===== config.mk =====
export PLATFORM = sky130hd
export DESIGN_NAME = wheel_slip_traction_limiter_top
export DESIGN_NICKNAME = d
export VERILOG_FILES = /design/src/rtl/wstl_pkg.sv /design/src/rtl/wstl_ctrl.sv /design/src/rtl/wstl_dp.sv /design/src/rtl/wheel_slip_traction_limiter_top.sv
export SDC_FILE = /design/constraint.sdc
export NUM_CORES = 2
export LEC_CHECK = 0
export ABC_CLOCK_PERIOD_IN_PS = 15350
export BUFFER_PORTS_ARGS = -buffer_cell sky130_fd_sc_hd__buf_2
export CAP_MARGIN = 10
export CORE_MARGIN = 4
export CORE_UTILIZATION = 50
export CTS_BUF_LIST = sky130_fd_sc_hd__clkbuf_8
export DETAILED_ROUTE_END_ITERATION = 8
export GPL_TIMING_DRIVEN = 0
export PLACE_DENSITY = 0.66
export SLEW_MARGIN = 20
export SYNTH_ARGS = -nofsm -noshare
export SYNTH_HDL_FRONTEND = slang
export SYNTH_SLANG_ARGS = --single-unit

===== constraint.sdc =====
create_clock -name clk -period 15.35 [get_ports clk]
set_input_delay 3.07 -clock clk [delete_from_list [all_inputs] [get_ports clk]]
set_output_delay 3.07 -clock clk [all_outputs]
set_load 0.05 [all_outputs]

===== src/rtl/wstl_pkg.sv =====
// Types, codes and constants of the wheel slip traction limiter.
`timescale 1ns / 1ps
`default_nettype none

package wstl_pkg;

    localparam int MOTORS   = 4;
    localparam int MIDX_W   = (MOTORS > 1) ? $clog2(MOTORS) : 1;

    // quotient bits produced by the serial divider
    localparam int DIV_BITS = 20;
    localparam int DCNT_W   = $clog2(DIV_BITS);

    typedef enum logic [1:0] {
        ACT_UPDATE = 2'd0,
        ACT_RAISE  = 2'd1,
        ACT_LOWER  = 2'd2,
        ACT_NONE   = 2'd3
    } action_t;

    localparam logic [1:0] AXLE_FRONT = 2'd0;
    localparam logic [1:0] AXLE_REAR  = 2'd1;

    localparam logic [2:0] REG_SLIP_LIMIT_FRONT = 3'd0;
    localparam logic [2:0] REG_SLIP_LIMIT_REAR  = 3'd1;
    localparam logic [2:0] REG_PROP_GAIN_FRONT  = 3'd2;
    localparam logic [2:0] REG_DERIV_GAIN_FRONT = 3'd3;
    localparam logic [2:0] REG_PROP_GAIN_REAR   = 3'd4;
    localparam logic [2:0] REG_DERIV_GAIN_REAR  = 3'd5;

    localparam logic [15:0] SLIP_LIMIT_RESET = 16'd1600;
    localparam logic [15:0] PROP_GAIN_RESET  = 16'd256;
    localparam logic [15:0] DERIV_GAIN_RESET = 16'd0;

    localparam logic [6:0]  PCT_FULL   = 7'd100;
    localparam logic [10:0] SLIP_SCALE = 11'd1600;

    localparam logic signed [19:0] SLIP_MAX = 20'sh7FFFF;
    localparam logic signed [19:0] SLIP_MIN = 20'sh80000;
    localparam logic [19:0] SLIP_MAX_MAG    = 20'd524287;
    localparam logic [20:0] SLIP_MIN_MAG    = 21'd524288;

    // floor(t/3) > 100 exactly when t >= 303; below that t*683 >> 11 is floor(t/3)
    localparam logic [8:0] DRIVE_SAT_T  = 9'd303;
    localparam logic [9:0] DIV3_RECIP   = 10'd683;
    localparam logic [7:0] DRIVE_OVER   = 8'd101;
    localparam logic [6:0] THR_PCT_MULT = 7'd100;

    typedef enum logic [2:0] {
        ST_IDLE,
        ST_CHECK,
        ST_DIV,
        ST_MUL,
        ST_SUM,
        ST_PROD_LO,
        ST_PROD_HI,
        ST_FIN
    } state_t;

    typedef struct packed {
        logic load;
        logic div_init;
        logic div_step;
        logic mul;
        logic sum;
        logic prod_lo;
        logic prod_hi;
        logic commit;
    } dp_cmd_t;

    typedef struct packed {
        logic is_update;
        logic div_run;
    } dp_status_t;

endpackage

`default_nettype wire


===== src/rtl/wstl_ctrl.sv =====
// Sequencer of the traction limiter: item flow, divider count, output valid.
`timescale 1ns / 1ps
`default_nettype none

module wstl_ctrl (
    input  wire logic                 clk,
    input  wire logic                 rst_n,
    input  wire logic                 in_valid,
    output logic                      in_ready,
    output logic                      out_valid,
    input  wire logic                 out_ready,
    output wstl_pkg::dp_cmd_t         cmd,
    input  wire wstl_pkg::dp_status_t status
);
    import wstl_pkg::*;

    state_t              state_reg, state_next;
    logic [DCNT_W-1:0]   cnt_reg, cnt_next;
    logic                out_valid_reg, out_valid_next;

    always_ff @(posedge clk or negedge rst_n)
    begin
        if (!rst_n)
        begin
            state_reg     <= ST_IDLE;
            cnt_reg       <= '0;
            out_valid_reg <= 1'b0;
        end
        else
        begin
            state_reg     <= state_next;
            cnt_reg       <= cnt_next;
            out_valid_reg <= out_valid_next;
        end
    end

    always_comb
    begin
        state_next = state_reg;
        cnt_next   = cnt_reg;
        cmd        = '0;
        in_ready   = 1'b0;
        case (state_reg)
            ST_IDLE:
            begin
                in_ready = 1'b1;
                if (in_valid)
                begin
                    cmd.load   = 1'b1;
                    state_next = ST_CHECK;
                end
            end
            ST_CHECK:
            begin
                cmd.div_init = 1'b1;
                cnt_next     = '0;
                if (!status.is_update)
                    state_next = ST_FIN;
                else if (status.div_run)
                    state_next = ST_DIV;
                else
                    state_next = ST_MUL;
            end
            ST_DIV:
            begin
                cmd.div_step = 1'b1;
                cnt_next     = cnt_reg + 1'b1;
                if (cnt_reg == DCNT_W'(DIV_BITS - 1))
                    state_next = ST_MUL;
            end
            ST_MUL:
            begin
                cmd.mul    = 1'b1;
                state_next = ST_SUM;
            end
            ST_SUM:
            begin
                cmd.sum    = 1'b1;
                state_next = ST_PROD_LO;
            end
            ST_PROD_LO:
            begin
                cmd.prod_lo = 1'b1;
                state_next  = ST_PROD_HI;
            end
            ST_PROD_HI:
            begin
                cmd.prod_hi = 1'b1;
                state_next  = ST_FIN;
            end
            ST_FIN:
            begin
                // result register must be free or emptying this cycle
                if (!out_valid_reg || out_ready)
                begin
                    cmd.commit = 1'b1;
                    state_next = ST_IDLE;
                end
            end
            default:
            begin
                state_next = ST_IDLE;
            end
        endcase
    end

    always_comb
    begin
        if (cmd.commit)
            out_valid_next = 1'b1;
        else if (out_ready)
            out_valid_next = 1'b0;
        else
            out_valid_next = out_valid_reg;
    end

    assign out_valid = out_valid_reg;

endmodule

`default_nettype wire


===== src/rtl/wstl_dp.sv =====
// Datapath of the traction limiter: registers, slip divider, PD products, drive.
`timescale 1ns / 1ps
`default_nettype none

module wstl_dp (
    input  wire logic                 clk,
    input  wire logic                 rst_n,
    input  wire wstl_pkg::dp_cmd_t    cmd,
    output wstl_pkg::dp_status_t      status,
    input  wire logic                 cfg_valid,
    input  wire logic [2:0]           cfg_index,
    input  wire logic [15:0]          cfg_data,
    input  wire logic [1:0]           action,
    input  wire logic [1:0]           motor_index,
    input  wire logic signed [15:0]   vehicle_speed,
    input  wire logic signed [15:0]   wheel_speed,
    input  wire logic [1:0]           wheel_axle,
    input  wire logic [13:0]          throttle_volts,
    input  wire logic [7:0]           amount,
    output logic [1:0]                out_motor,
    output logic [6:0]                drive_level,
    output logic signed [19:0]        slip_percent,
    output logic                      control_active,
    output logic [6:0]                cap_percent
);
    import wstl_pkg::*;

    // configuration
    logic [15:0] limit_f_reg, limit_r_reg;
    logic [15:0] kp_f_reg, kd_f_reg, kp_r_reg, kd_r_reg;

    // per-motor state
    logic signed [16:0] prev_err_reg [MOTORS];
    logic [6:0]         cap_reg      [MOTORS];

    // captured item
    action_t            act_reg;
    logic [1:0]         m_reg;
    logic signed [15:0] veh_reg, whl_reg;
    logic [1:0]         axle_reg;
    logic [13:0]        thr_reg;
    logic [7:0]         amt_reg;

    // divider
    logic [14:0]        rem_reg;
    logic [19:0]        q_reg;
    logic               ovf_reg, neg_reg, vpos_reg;

    // products and sums
    logic signed [19:0] slip_reg;
    logic signed [16:0] err_reg;
    logic signed [33:0] prod_p_reg;
    logic signed [34:0] prod_d_reg;
    logic signed [35:0] sum_reg;
    logic               active_reg;
    logic [31:0]        p_lo_reg;
    logic signed [50:0] p_reg;

    // result register
    logic [1:0]         out_motor_reg;
    logic [6:0]         level_reg;
    logic signed [19:0] slip_out_reg;
    logic               active_out_reg;
    logic [6:0]         cap_out_reg;

    logic [MIDX_W-1:0]  m_idx;
    logic               motor_ok;
    logic               vpos;
    logic signed [27:0] num;
    logic [27:0]        num_abs;
    logic               ovf;

    assign m_idx    = MIDX_W'(m_reg);
    assign motor_ok = int'(m_reg) < MOTORS;
    assign vpos     = !veh_reg[15] && (veh_reg != 16'sd0);
    assign num      = 28'(whl_reg) * $signed(28'(SLIP_SCALE));
    assign num_abs  = num[27] ? 28'(-num) : 28'(num);
    // quotient would not fit the divider's bits: slip saturates
    assign ovf      = {9'b0, num_abs[25:20]} >= veh_reg[14:0];

    assign status.is_update = (act_reg == ACT_UPDATE) && motor_ok;
    assign status.div_run   = vpos && !ovf;

    // one restoring step
    logic [15:0] trial, diff;
    logic        ge;
    assign trial = {rem_reg, q_reg[19]};
    assign diff  = trial - {1'b0, veh_reg[14:0]};
    assign ge    = trial >= {1'b0, veh_reg[14:0]};

    // floor and saturation of the slip quotient
    logic signed [19:0] slip_calc;
    logic [20:0]        neg_mag;
    assign neg_mag = {1'b0, q_reg} + 21'(rem_reg != 15'd0);

    always_comb
    begin
        if (!vpos_reg)
            slip_calc = '0;
        else if (ovf_reg)
            slip_calc = neg_reg ? SLIP_MIN : SLIP_MAX;
        else if (!neg_reg)
            slip_calc = (q_reg > SLIP_MAX_MAG) ? SLIP_MAX : $signed(q_reg);
        else
            slip_calc = (neg_mag > SLIP_MIN_MAG) ? SLIP_MIN : $signed(20'(-neg_mag));
    end

    // PD terms
    logic               rear;
    logic [15:0]        kp_sel, kd_sel, limit_sel;
    logic signed [16:0] err, prev, kp_s, kd_s;
    logic signed [17:0] der;
    logic signed [33:0] pp;
    logic signed [34:0] pd;

    assign rear      = (axle_reg == AXLE_REAR);
    assign kp_sel    = rear ? kp_r_reg : kp_f_reg;
    assign kd_sel    = rear ? kd_r_reg : kd_f_reg;
    assign limit_sel = rear ? limit_r_reg : limit_f_reg;
    assign err       = 17'(whl_reg) - 17'(veh_reg);
    assign prev      = prev_err_reg[m_idx];
    assign der       = 18'(err) - 18'(prev);
    assign kp_s      = $signed({1'b0, kp_sel});
    assign kd_s      = $signed({1'b0, kd_sel});
    assign pp        = kp_s * err;
    assign pd        = kd_s * der;

    logic active;
    assign active = (axle_reg inside {AXLE_FRONT, AXLE_REAR})
                    && ($signed({slip_reg[19], slip_reg}) < $signed({5'b0, limit_sel}));

    // throttle times PD sum, split into low and high partial products
    logic [31:0]        p_lo_next;
    logic signed [32:0] p_hi;
    logic signed [14:0] thr_s;
    logic signed [50:0] p_next;
    assign thr_s     = $signed({1'b0, thr_reg});
    assign p_lo_next = 32'(thr_reg) * 32'(sum_reg[17:0]);
    assign p_hi      = thr_s * $signed(sum_reg[35:18]);
    assign p_next    = $signed((51'(p_hi) << 18) + 51'(p_lo_reg));

    // drive percent, limited by the motor cap
    logic [22:0] tt;
    logic [20:0] thr100;
    logic [8:0]  tu, t9;
    logic        sat, drv_neg;
    logic [18:0] q3;
    logic [7:0]  drive8;
    logic [6:0]  cap_cur, drive7, level;

    assign tt      = p_reg[50:28];
    assign thr100  = 21'(thr_reg) * 21'(THR_PCT_MULT);
    assign tu      = thr100[20:12];
    assign t9      = active_reg ? tt[8:0] : tu;
    assign sat     = active_reg ? (tt >= 23'(DRIVE_SAT_T)) : (tu >= DRIVE_SAT_T);
    assign drv_neg = active_reg && p_reg[50];
    assign q3      = 19'(t9) * 19'(DIV3_RECIP);
    assign drive8  = sat ? DRIVE_OVER : q3[18:11];
    assign cap_cur = cap_reg[m_idx];
    assign drive7  = drv_neg ? 7'd0
                   : (({1'b0, cap_cur} < drive8) ? cap_cur : drive8[6:0]);
    assign level   = PCT_FULL - drive7;

    // cap adjust
    logic [8:0] raised;
    logic [6:0] cap_new;
    assign raised = 9'(cap_cur) + 9'(amt_reg);

    always_comb
    begin
        case (act_reg)
            ACT_RAISE: cap_new = (raised > 9'(PCT_FULL)) ? PCT_FULL : raised[6:0];
            ACT_LOWER: cap_new = ({1'b0, cap_cur} > amt_reg) ? 7'(cap_cur - amt_reg[6:0])
                                                               : 7'd0;
            default:   cap_new = cap_cur;
        endcase
    end

    // configuration and per-motor state
    always_ff @(posedge clk or negedge rst_n)
    begin
        if (!rst_n)
        begin
            limit_f_reg <= SLIP_LIMIT_RESET;
            limit_r_reg <= SLIP_LIMIT_RESET;
            kp_f_reg    <= PROP_GAIN_RESET;
            kd_f_reg    <= DERIV_GAIN_RESET;
            kp_r_reg    <= PROP_GAIN_RESET;
            kd_r_reg    <= DERIV_GAIN_RESET;
            for (int i = 0; i < MOTORS; i++)
            begin
                prev_err_reg[i] <= '0;
                cap_reg[i]      <= '0;
            end
        end
        else
        begin
            if (cfg_valid)
            begin
                case (cfg_index)
                    REG_SLIP_LIMIT_FRONT: limit_f_reg <= cfg_data;
                    REG_SLIP_LIMIT_REAR:  limit_r_reg <= cfg_data;
                    REG_PROP_GAIN_FRONT:  kp_f_reg    <= cfg_data;
                    REG_DERIV_GAIN_FRONT: kd_f_reg    <= cfg_data;
                    REG_PROP_GAIN_REAR:   kp_r_reg    <= cfg_data;
                    REG_DERIV_GAIN_REAR:  kd_r_reg    <= cfg_data;
                    default: ;
                endcase
            end
            if (cmd.commit && motor_ok)
            begin
                if (status.is_update)
                begin
                    if (active_reg)
                        prev_err_reg[m_idx] <= err_reg;
                end
                else
                begin
                    cap_reg[m_idx] <= cap_new;
                end
            end
        end
    end

    // item, divider and arithmetic pipeline
    always_ff @(posedge clk)
    begin
        if (cmd.load)
        begin
            act_reg  <= action_t'(action);
            m_reg    <= motor_index;
            veh_reg  <= vehicle_speed;
            whl_reg  <= wheel_speed;
            axle_reg <= wheel_axle;
            thr_reg  <= throttle_volts;
            amt_reg  <= amount;
        end
        if (cmd.div_init)
        begin
            rem_reg  <= {9'b0, num_abs[25:20]};
            q_reg    <= num_abs[19:0];
            ovf_reg  <= ovf;
            neg_reg  <= whl_reg[15];
            vpos_reg <= vpos;
        end
        if (cmd.div_step)
        begin
            rem_reg <= ge ? diff[14:0] : trial[14:0];
            q_reg   <= {q_reg[18:0], ge};
        end
        if (cmd.mul)
        begin
            slip_reg   <= slip_calc;
            err_reg    <= err;
            prod_p_reg <= pp;
            prod_d_reg <= pd;
        end
        if (cmd.sum)
        begin
            sum_reg    <= 36'(prod_p_reg) + 36'(prod_d_reg);
            active_reg <= active;
        end
        if (cmd.prod_lo)
            p_lo_reg <= p_lo_next;
        if (cmd.prod_hi)
            p_reg <= p_next;
        if (cmd.commit)
        begin
            out_motor_reg <= m_reg;
            if (status.is_update)
            begin
                level_reg      <= level;
                slip_out_reg   <= slip_reg;
                active_out_reg <= active_reg;
                cap_out_reg    <= cap_cur;
            end
            else
            begin
                level_reg      <= PCT_FULL;
                slip_out_reg   <= '0;
                active_out_reg <= 1'b0;
                cap_out_reg    <= motor_ok ? cap_new : 7'd0;
            end
        end
    end

    assign out_motor      = out_motor_reg;
    assign drive_level    = level_reg;
    assign slip_percent   = slip_out_reg;
    assign control_active = active_out_reg;
    assign cap_percent    = cap_out_reg;

endmodule

`default_nettype wire


===== src/rtl/wheel_slip_traction_limiter_top.sv =====
// Top level of the per-motor wheel slip traction limiter.
//
//   channel   direction  handshake              payload
//   in        sink       in_valid / in_ready    action .. amount
//   out       source     out_valid / out_ready  out_motor .. cap_percent
//   cfg       sink       cfg_valid / cfg_ready  cfg_index, cfg_data
//
// One item at a time. Control update with positive vehicle speed and an
// unsaturated slip: check, bit-serial divider, multiply, sum, product low
// and high, finish. Other updates: no divider. Cap adjusts: check, finish.
// A result waits in the output register while the next beat is accepted;
// the finishing step holds while that register is still full.
// Reset clears cfg registers to defaults, motor caps and stored errors to 0.
`timescale 1ns / 1ps
`default_nettype none

module wheel_slip_traction_limiter_top (
    input  wire logic                 clk,
    input  wire logic                 rst_n,
    input  wire logic                 in_valid,
    output logic                      in_ready,
    input  wire logic [1:0]           action,
    input  wire logic [1:0]           motor_index,
    input  wire logic signed [15:0]   vehicle_speed,
    input  wire logic signed [15:0]   wheel_speed,
    input  wire logic [1:0]           wheel_axle,
    input  wire logic [13:0]          throttle_volts,
    input  wire logic [7:0]           amount,
    output logic                      out_valid,
    input  wire logic                 out_ready,
    output logic [1:0]                out_motor,
    output logic [6:0]                drive_level,
    output logic signed [19:0]        slip_percent,
    output logic                      control_active,
    output logic [6:0]                cap_percent,
    input  wire logic                 cfg_valid,
    output logic                      cfg_ready,
    input  wire logic [2:0]           cfg_index,
    input  wire logic [15:0]          cfg_data
);
    import wstl_pkg::*;

    dp_cmd_t    cmd;
    dp_status_t status;

    // registers accept a write every cycle
    assign cfg_ready = 1'b1;

    wstl_ctrl u_ctrl (
        .clk       (clk),
        .rst_n     (rst_n),
        .in_valid  (in_valid),
        .in_ready  (in_ready),
        .out_valid (out_valid),
        .out_ready (out_ready),
        .cmd       (cmd),
        .status    (status)
    );

    wstl_dp u_dp (
        .clk            (clk),
        .rst_n          (rst_n),
        .cmd            (cmd),
        .status         (status),
        .cfg_valid      (cfg_valid),
        .cfg_index      (cfg_index),
        .cfg_data       (cfg_data),
        .action         (action),
        .motor_index    (motor_index),
        .vehicle_speed  (vehicle_speed),
        .wheel_speed    (wheel_speed),
        .wheel_axle     (wheel_axle),
        .throttle_volts (throttle_volts),
        .amount         (amount),
        .out_motor      (out_motor),
        .drive_level    (drive_level),
        .slip_percent   (slip_percent),
        .control_active (control_active),
        .cap_percent    (cap_percent)
    );

endmodule

`default_nettype wire


# Yosys cells after proc, flatten, opt, wreduce, memory -nomap -nowiden
# Cells that the tools add are included.
totals:
  ff_bits: 562
  input_bits: 84
  output_inout_bits: 40
  wordCells: 177
classes:
  n_addsub: 12
  mul: 7
  order_cmp: 12
  eq_ne: 19
  muxes: 55
  n_bitwise: 2
  reduce_logical: 28
ops:
  columns: ["operator", "count"]
  rows:
  - ["two-way mux 20 bit", 7]
  - ["bitwise mux 68 bit", 1]
  - ["two-way mux 7 bit", 8]
  - ["adder 51 x 32 -> 51 bit", 1]
  - ["two-way mux 17 bit", 3]
  - ["two-way mux 16 bit", 3]
  - ["two-way mux 15 bit", 3]
  - ["adder 34 x 35 -> 36 bit", 1]
  - ["multiplier 17 x 18 -> 35 bit", 1]
  - ["binary-select mux 17 bit (select 2 bit)", 1]
  - ["demux 17 bit (select 2 bit)", 1]
  - ["multiplier 17 x 17 -> 34 bit", 1]
  - ["multiplier 15 x 18 -> 33 bit", 1]
  - ["multiplier 14 x 18 -> 32 bit", 1]
  - ["bitwise mux 28 bit", 1]
  - ["two-way mux 26 bit", 1]
  - ["negation 26 bit", 1]
  - ["case mux 3 bit (8 select lines)", 1]
  - ["greater-or-equal comparator 23 x 9 -> 1 bit, second input constant", 1]
  - ["multiplier 16 x 6 -> 22 bit, second input constant", 1]
  - ["adder 20 x 1 -> 21 bit", 1]
  - ["> comparator 21 x 20 -> 1 bit, second input constant", 1]
  - ["> comparator 20 x 19 -> 1 bit, second input constant", 1]
  - ["< comparator 20 x 17 -> 1 bit", 1]
  - ["46 further kinds", 92]

# Longest topological paths before layout
depth:
  depth_word: 9
  mapped_depth: 47
  depth_no_buf: 47

# Hierarchy
# Synthesis repeated with hierarchy kept, for this count alone.
hier_totals:
  cells_unflattened: 7006
  area_unflattened_um2: 68517.0
by_module_without_submodules:
  columns: ["mod", "instances", "cells_each", "area_per_inst_um2", "seq_area_each_um2"]
  rows:
  - ["wstl_dp", 1, 6952, 67976.4, 14273.7]
  - ["wstl_ctrl", 1, 52, 529.3, 225.2]
  - ["wheel_slip_traction_limiter_top", 1, 2, 11.3, 0.0]

# Worst setup path before layout
# No wires, ideal clock.
synth_timing:
  path_type: "register -> register"
  start: "register u_dp.m_reg[0] (netlist: u_dp.m_idx[0])"
  end: "register u_dp.prod_d_reg[33] (data pin)"
  setup_ps: 258
  arrival_time_ps: 10343
  t_required_ps: 15092
  path_slack_ps: 4749
  stages_incl_launch_ff: 42
  path_buffers: 4
  period_less_slack_ps: 10601
  path_cell_list: "edfxtp_1 -> buf_1 -> clkbuf_1 -> buf_1 -> mux4_2 -> ha_1 -> inv_1 -> fa_1 -> a21o_1 -> a21oi_1 -> o21ai_0 -> a21oi_1 -> o21ai_0 -> a21oi_1 -> o21bai_1 -> a21oi_1 -> o21ai_1 -> a2111o_1 -> [6 not listed] -> inv_1 -> fa_1 -> fa_1 -> fa_1 -> inv_1 -> fa_1 -> ha_1 -> a21o_1 -> a21o_1 -> a21oi_1 -> o21ai_0 -> nor2_1 -> a21oi_1 -> o211ai_1 -> a31oi_1 -> a21o_1 -> a21oi_1 -> xnor2_1"
synth_via:
  elab_chain_len: 6
synth_rtl:
  columns: ["element", "line", "source"]
  rows:
  - ["from (decl)", "wstl_dp.sv:38", "logic [1:0] m_reg;"]
  - ["from (signal assigned)", "wstl_dp.sv:231", "m_reg <= motor_index;"]
  - ["inverter 2 -> 3 bit (not written as such)", "wstl_dp.sv:121", "assign prev = prev_err_reg[m_idx];"]
  - ["binary-select mux 17 bit (select 2 bit)", "wstl_dp.sv:121", null]
  - ["two-way mux 17 bit (not written as such) (2 in series)", "wstl_dp.sv:121", null]
  - ["subtractor 17 x 17 -> 18 bit", "wstl_dp.sv:122", "assign der = 18'(err) - 18'(prev);"]
  - ["multiplier 17 x 18 -> 35 bit", "wstl_dp.sv:126", "assign pd = kd_s * der;"]
  - ["named net u_dp.pd[33]", "wstl_dp.sv:114", "logic signed [34:0] pd;"]
  - ["to (signal assigned)", "wstl_dp.sv:256", "prod_d_reg <= pd;"]
  - ["to (decl)", "wstl_dp.sv:53", "logic signed [34:0] prod_d_reg;"]
# The timed path passes the listed nets, and every way through them passes these cells. The select of a mux whose other input is x is not followed.
# A chain may end at the register's enable or synchronous reset.

# Worst setup path in the final report
layout_timing:
  start: "register u_dp.whl_reg[1]"
  end: "register u_dp.prod_d_reg[32] (data pin)"
layout_via:
  elab_chain_len: 3
layout_rtl:
  columns: ["element", "line", "source"]
  rows:
  - ["from (decl)", "wstl_dp.sv:39", "logic signed [15:0] veh_reg, whl_reg;"]
  - ["from (signal assigned)", "wstl_dp.sv:233", "whl_reg <= wheel_speed;"]
  - ["subtractor 16 x 16 -> 17 bit", "wstl_dp.sv:120", "assign err = 17'(whl_reg) - 17'(veh_reg);"]
  - ["named net u_dp.err[10]", "wstl_dp.sv:111", "logic signed [16:0] err, prev, kp_s, kd_s;"]
  - ["subtractor 17 x 17 -> 18 bit", "wstl_dp.sv:122", null]
  - ["multiplier 17 x 18 -> 35 bit", "wstl_dp.sv:126", null]
  - ["named net u_dp.pd[32]", "wstl_dp.sv:114", null]
# The timed path passes the listed nets, and every way through them passes these cells.

==> impl_metrics.csv <==
group,metric,value,unit
floorplanning,start_util,0.503,
sta,max_freq,73.1,MHz
clock_tree,clk_latency,0.82,ns
synth,synth_mux_area_frac,0.0580,
grt,grt_overflow_total,0,
floorplanning,fp.coreArea,136000,um2
clock_tree,numCtsBuffers,90,
placement,gp_congestion,0.943,
synth,yosysTopAreaCell,"fa_1",
clock_tree,post_cts_resized,0,
floorplanning,row_count,135,
synth,synth_adder_area_share,0.411,
grt,antenna_found_initial,11,
route,postRouteAntennaNets,0,
synth,async_flop_share,0.390,
synth,synthXorXnorAreaFrac,0.0321,
route,first_pass_iters,6,
worst_setup_path,slowest_delay,0.93,ns
grt,grt_pass1_wl,287000,um
synth,synth_seq_cells,516,
floorplanning,die-area,143000,um2
worst_hold_path,worstHoldStart,"u_ctrl.cnt_reg[4]",
clock_tree,htree_num_levels,3,
route,first_iter_violations,3317,
synth,ys_top_cells_by_area,"fa_1 (29%), edfxtp_1 (14%), ha_1 (12%), inv_1 (7.1%), dfrtp_1 (7.1%)",
sta,setup_viol,0,
placement,port_buffers,120,
worst_setup_path,r2r_end,"u_dp.prod_d_reg[32]",
clock_tree,root_buffer,"clkbuf_8",
synth,syn_area_per_cell,9.92,um2
sta,worst_slew_pin_slew,1.18,ns
route,wl_per_cell,20.2,um
finish,drive_gt1_frac,0.0884,
sta,period_share,0.891,
synth,synth_warnings,0,
clock_tree,cts_setup_buffers,0,
route,routed_wl,181000,um
worst_setup_path,start_kind,"flip-flop",
synth,yosysTopAreaCellShare,0.287,
worst_setup_path,r2r_slack,1.68,ns
synth,netlist_area,68300,um2
sta,period_minus_slack,13.67,ns
synth,synth_compound_area_frac,0.0730,
grt,grt_pass1_vias,51980,
floorplanning,die_width,378,um
worst_setup_path,crit_slowest_cell,"a21boi_0",
clock_tree,clk_pin_slew,0.06,ns
floorplanning,io_pins,124,
synth,yosysSeqAreaShare,0.212,
clock_tree,cts_tree,"done",
sta,clock_skew,0.0885,ns
finish,nets,8847,
sta,rsz0062_at_grt,"no",
synth,synth_top_family_by_area,"adder cells",
sta,slew_violations,0,
worst_hold_path,holdPathEnd,"u_ctrl.cnt_reg[4]",
grt,grt_start_max_net_pins,102,
synth,syn-num-nets,8623,
clock_tree,cts_sinks,516,
worst_setup_path,crit_path_end_kind,"flip-flop",
floorplanning,die_y,378,um
placement,place_hpwl,151000,um
worst_setup_path,crit_top_cell,"fa_1",
synth,yosys.area_share.simple,0.130,
worst_hold_path,hold_depth,1,
route,vias,49825,
sta,tns,0,ns
worst_setup_path,cp_max_fo,11,
route,vias_per_cell,5.56,
finish,syn_to_final_growth,7.62,%
worst_setup_path,r2r_cells,40,
worst_hold_path,hp-class,"reg2reg",
synth,yosysUniqueCellTypes,109,
clock_tree,hold_buffers,0,
flow_run,cap_viol_max_count,0,
worst_setup_path,required,15.84,ns
clock_tree,clk_path_buf_depth,3,
synth,syn_inst,6883,
sta,relSlewSlack,0.206,
synth,yosysMostFrequentCell,"inv_1",
finish,largest_reg_flops,68,
worst_setup_path,critPathKind,"reg2reg",
outcome,status,"completed",
synth,synthFlopType,"edfxtp_1",
worst_setup_path,worstPathArrival,14.17,ns
route,drc,0,
synth,synth_edf_count,315,
sta,finalHoldViolCount,0,
synth,yosys-top-cells-count,"inv_1 (1288), fa_1 (980), nand2_1 (730), ha_1 (676), nor2_1 (373)",
worst_setup_path,worstReg2RegStart,"u_dp.whl_reg[1]",
grt,grt_use_total,0.261,
-- per-layer routing --
metal	vias up	wire length [um]	GRT usage
met2	1510	88300	0.446
met5	-	26	0
met3	447	10800	0.0414
met4	4	9380	0.118
li1	22600	-	-
met1	25264	72800	0.327
-- worst max-delay path: cells and delay by family (launching register included) --
family / cells / cell delay, ns
AOI/OAI and AO/OA: 14 / 4.46
adders and majority gates: 9 / 4.42
buffers and inverters: 8 / 1.83
xor gates and xnor gates: 2 / 1.09
and+or+nand+nor: 7 / 1.01
DFF: 1 / 0.52
-- metrics by stage --
step                 util  cells  setup WS [ns]  hold WS, ns  area, um2
floorplan               -   6883           4.75        0.457      68300
global placement    0.524   8784           1.81        0.475      71100
detailed placement  0.527   8796           2.09        0.490      71500
CTS                 0.542   8963           1.94        0.501      73400
global route        0.542   8969           1.19        0.510      73500
finish              0.542   8969           1.68        0.502      73500
-- worst max-delay path by stage --
| stage | end | slack (ns) | start |
|---|---|---|---|
| 2_1_floorplan | u_dp.prod_d_reg[33] | 4.75 | u_dp.m_idx[0] |
| 3_3_place_gp | u_dp.prod_d_reg[34] | 1.81 | u_dp.whl_reg[1] |
| 3_5_place_dp | u_dp.prod_d_reg[34] | 2.09 | u_dp.whl_reg[1] |
| 4_1_cts | u_dp.prod_d_reg[32] | 1.94 | u_dp.whl_reg[1] |
| 5_1_grt | u_dp.prod_d_reg[32] | 1.19 | u_dp.m_idx[0] |
| 6_report | u_dp.prod_d_reg[32] | 1.68 | u_dp.whl_reg[1] |
-- cells in the final DEF (no fill, tap or decap), types with 102 or more instances in the layout --
cell | Yosys | final
inv_1 | 1288 | 1314
nand2_1 | 730 | 730
fa_1 | 980 | 980
edfxtp_1 | 315 | 315
clkbuf_8 | 0 | 102
dfrtp_1 | 193 | 193
ha_1 | 676 | 676
xnor2_1 | 167 | 164
a21oi_1 | 198 | 198
buf_2 | 9 | 128
o21ai_0 | 146 | 146
clkbuf_1 | 199 | 199
and2_1 | 325 | 322
mux2_2 | 242 | 242
nor2_1 | 373 | 373
-- kinds of logic after synthesis --
group / count (synthesis)
AND/OR/NAND/NOR: 1857
adder cells (fa/ha/maj): 1656
buffers and inverters: 1516
AO/OA/AOI/OAI: 752
flip-flops: 516
multiplexers: 335
XOR/XNOR: 250
other: 1
-- layout make-up --
| cell class | instances | area, um2 |
|---|---|---|
| diodes | 6 | 15.0 |
| plain buffers | 224 | 861 |
| clock buffers | 102 | 1400 |
| clock inverters | 65 | 517 |
| fillers | 12083 | 62200 |
| inverters | 1292 | 4850 |
| multi-input cells | 4851 | 48200 |
| flip-flops and latches | 516 | 14500 |
| well taps | 1781 | 2230 |
| repair buffers | 132 | 895 |
Power is not shown: default switching activity piles up to over one toggle a cycle in this logic, so the estimate is an artifact.
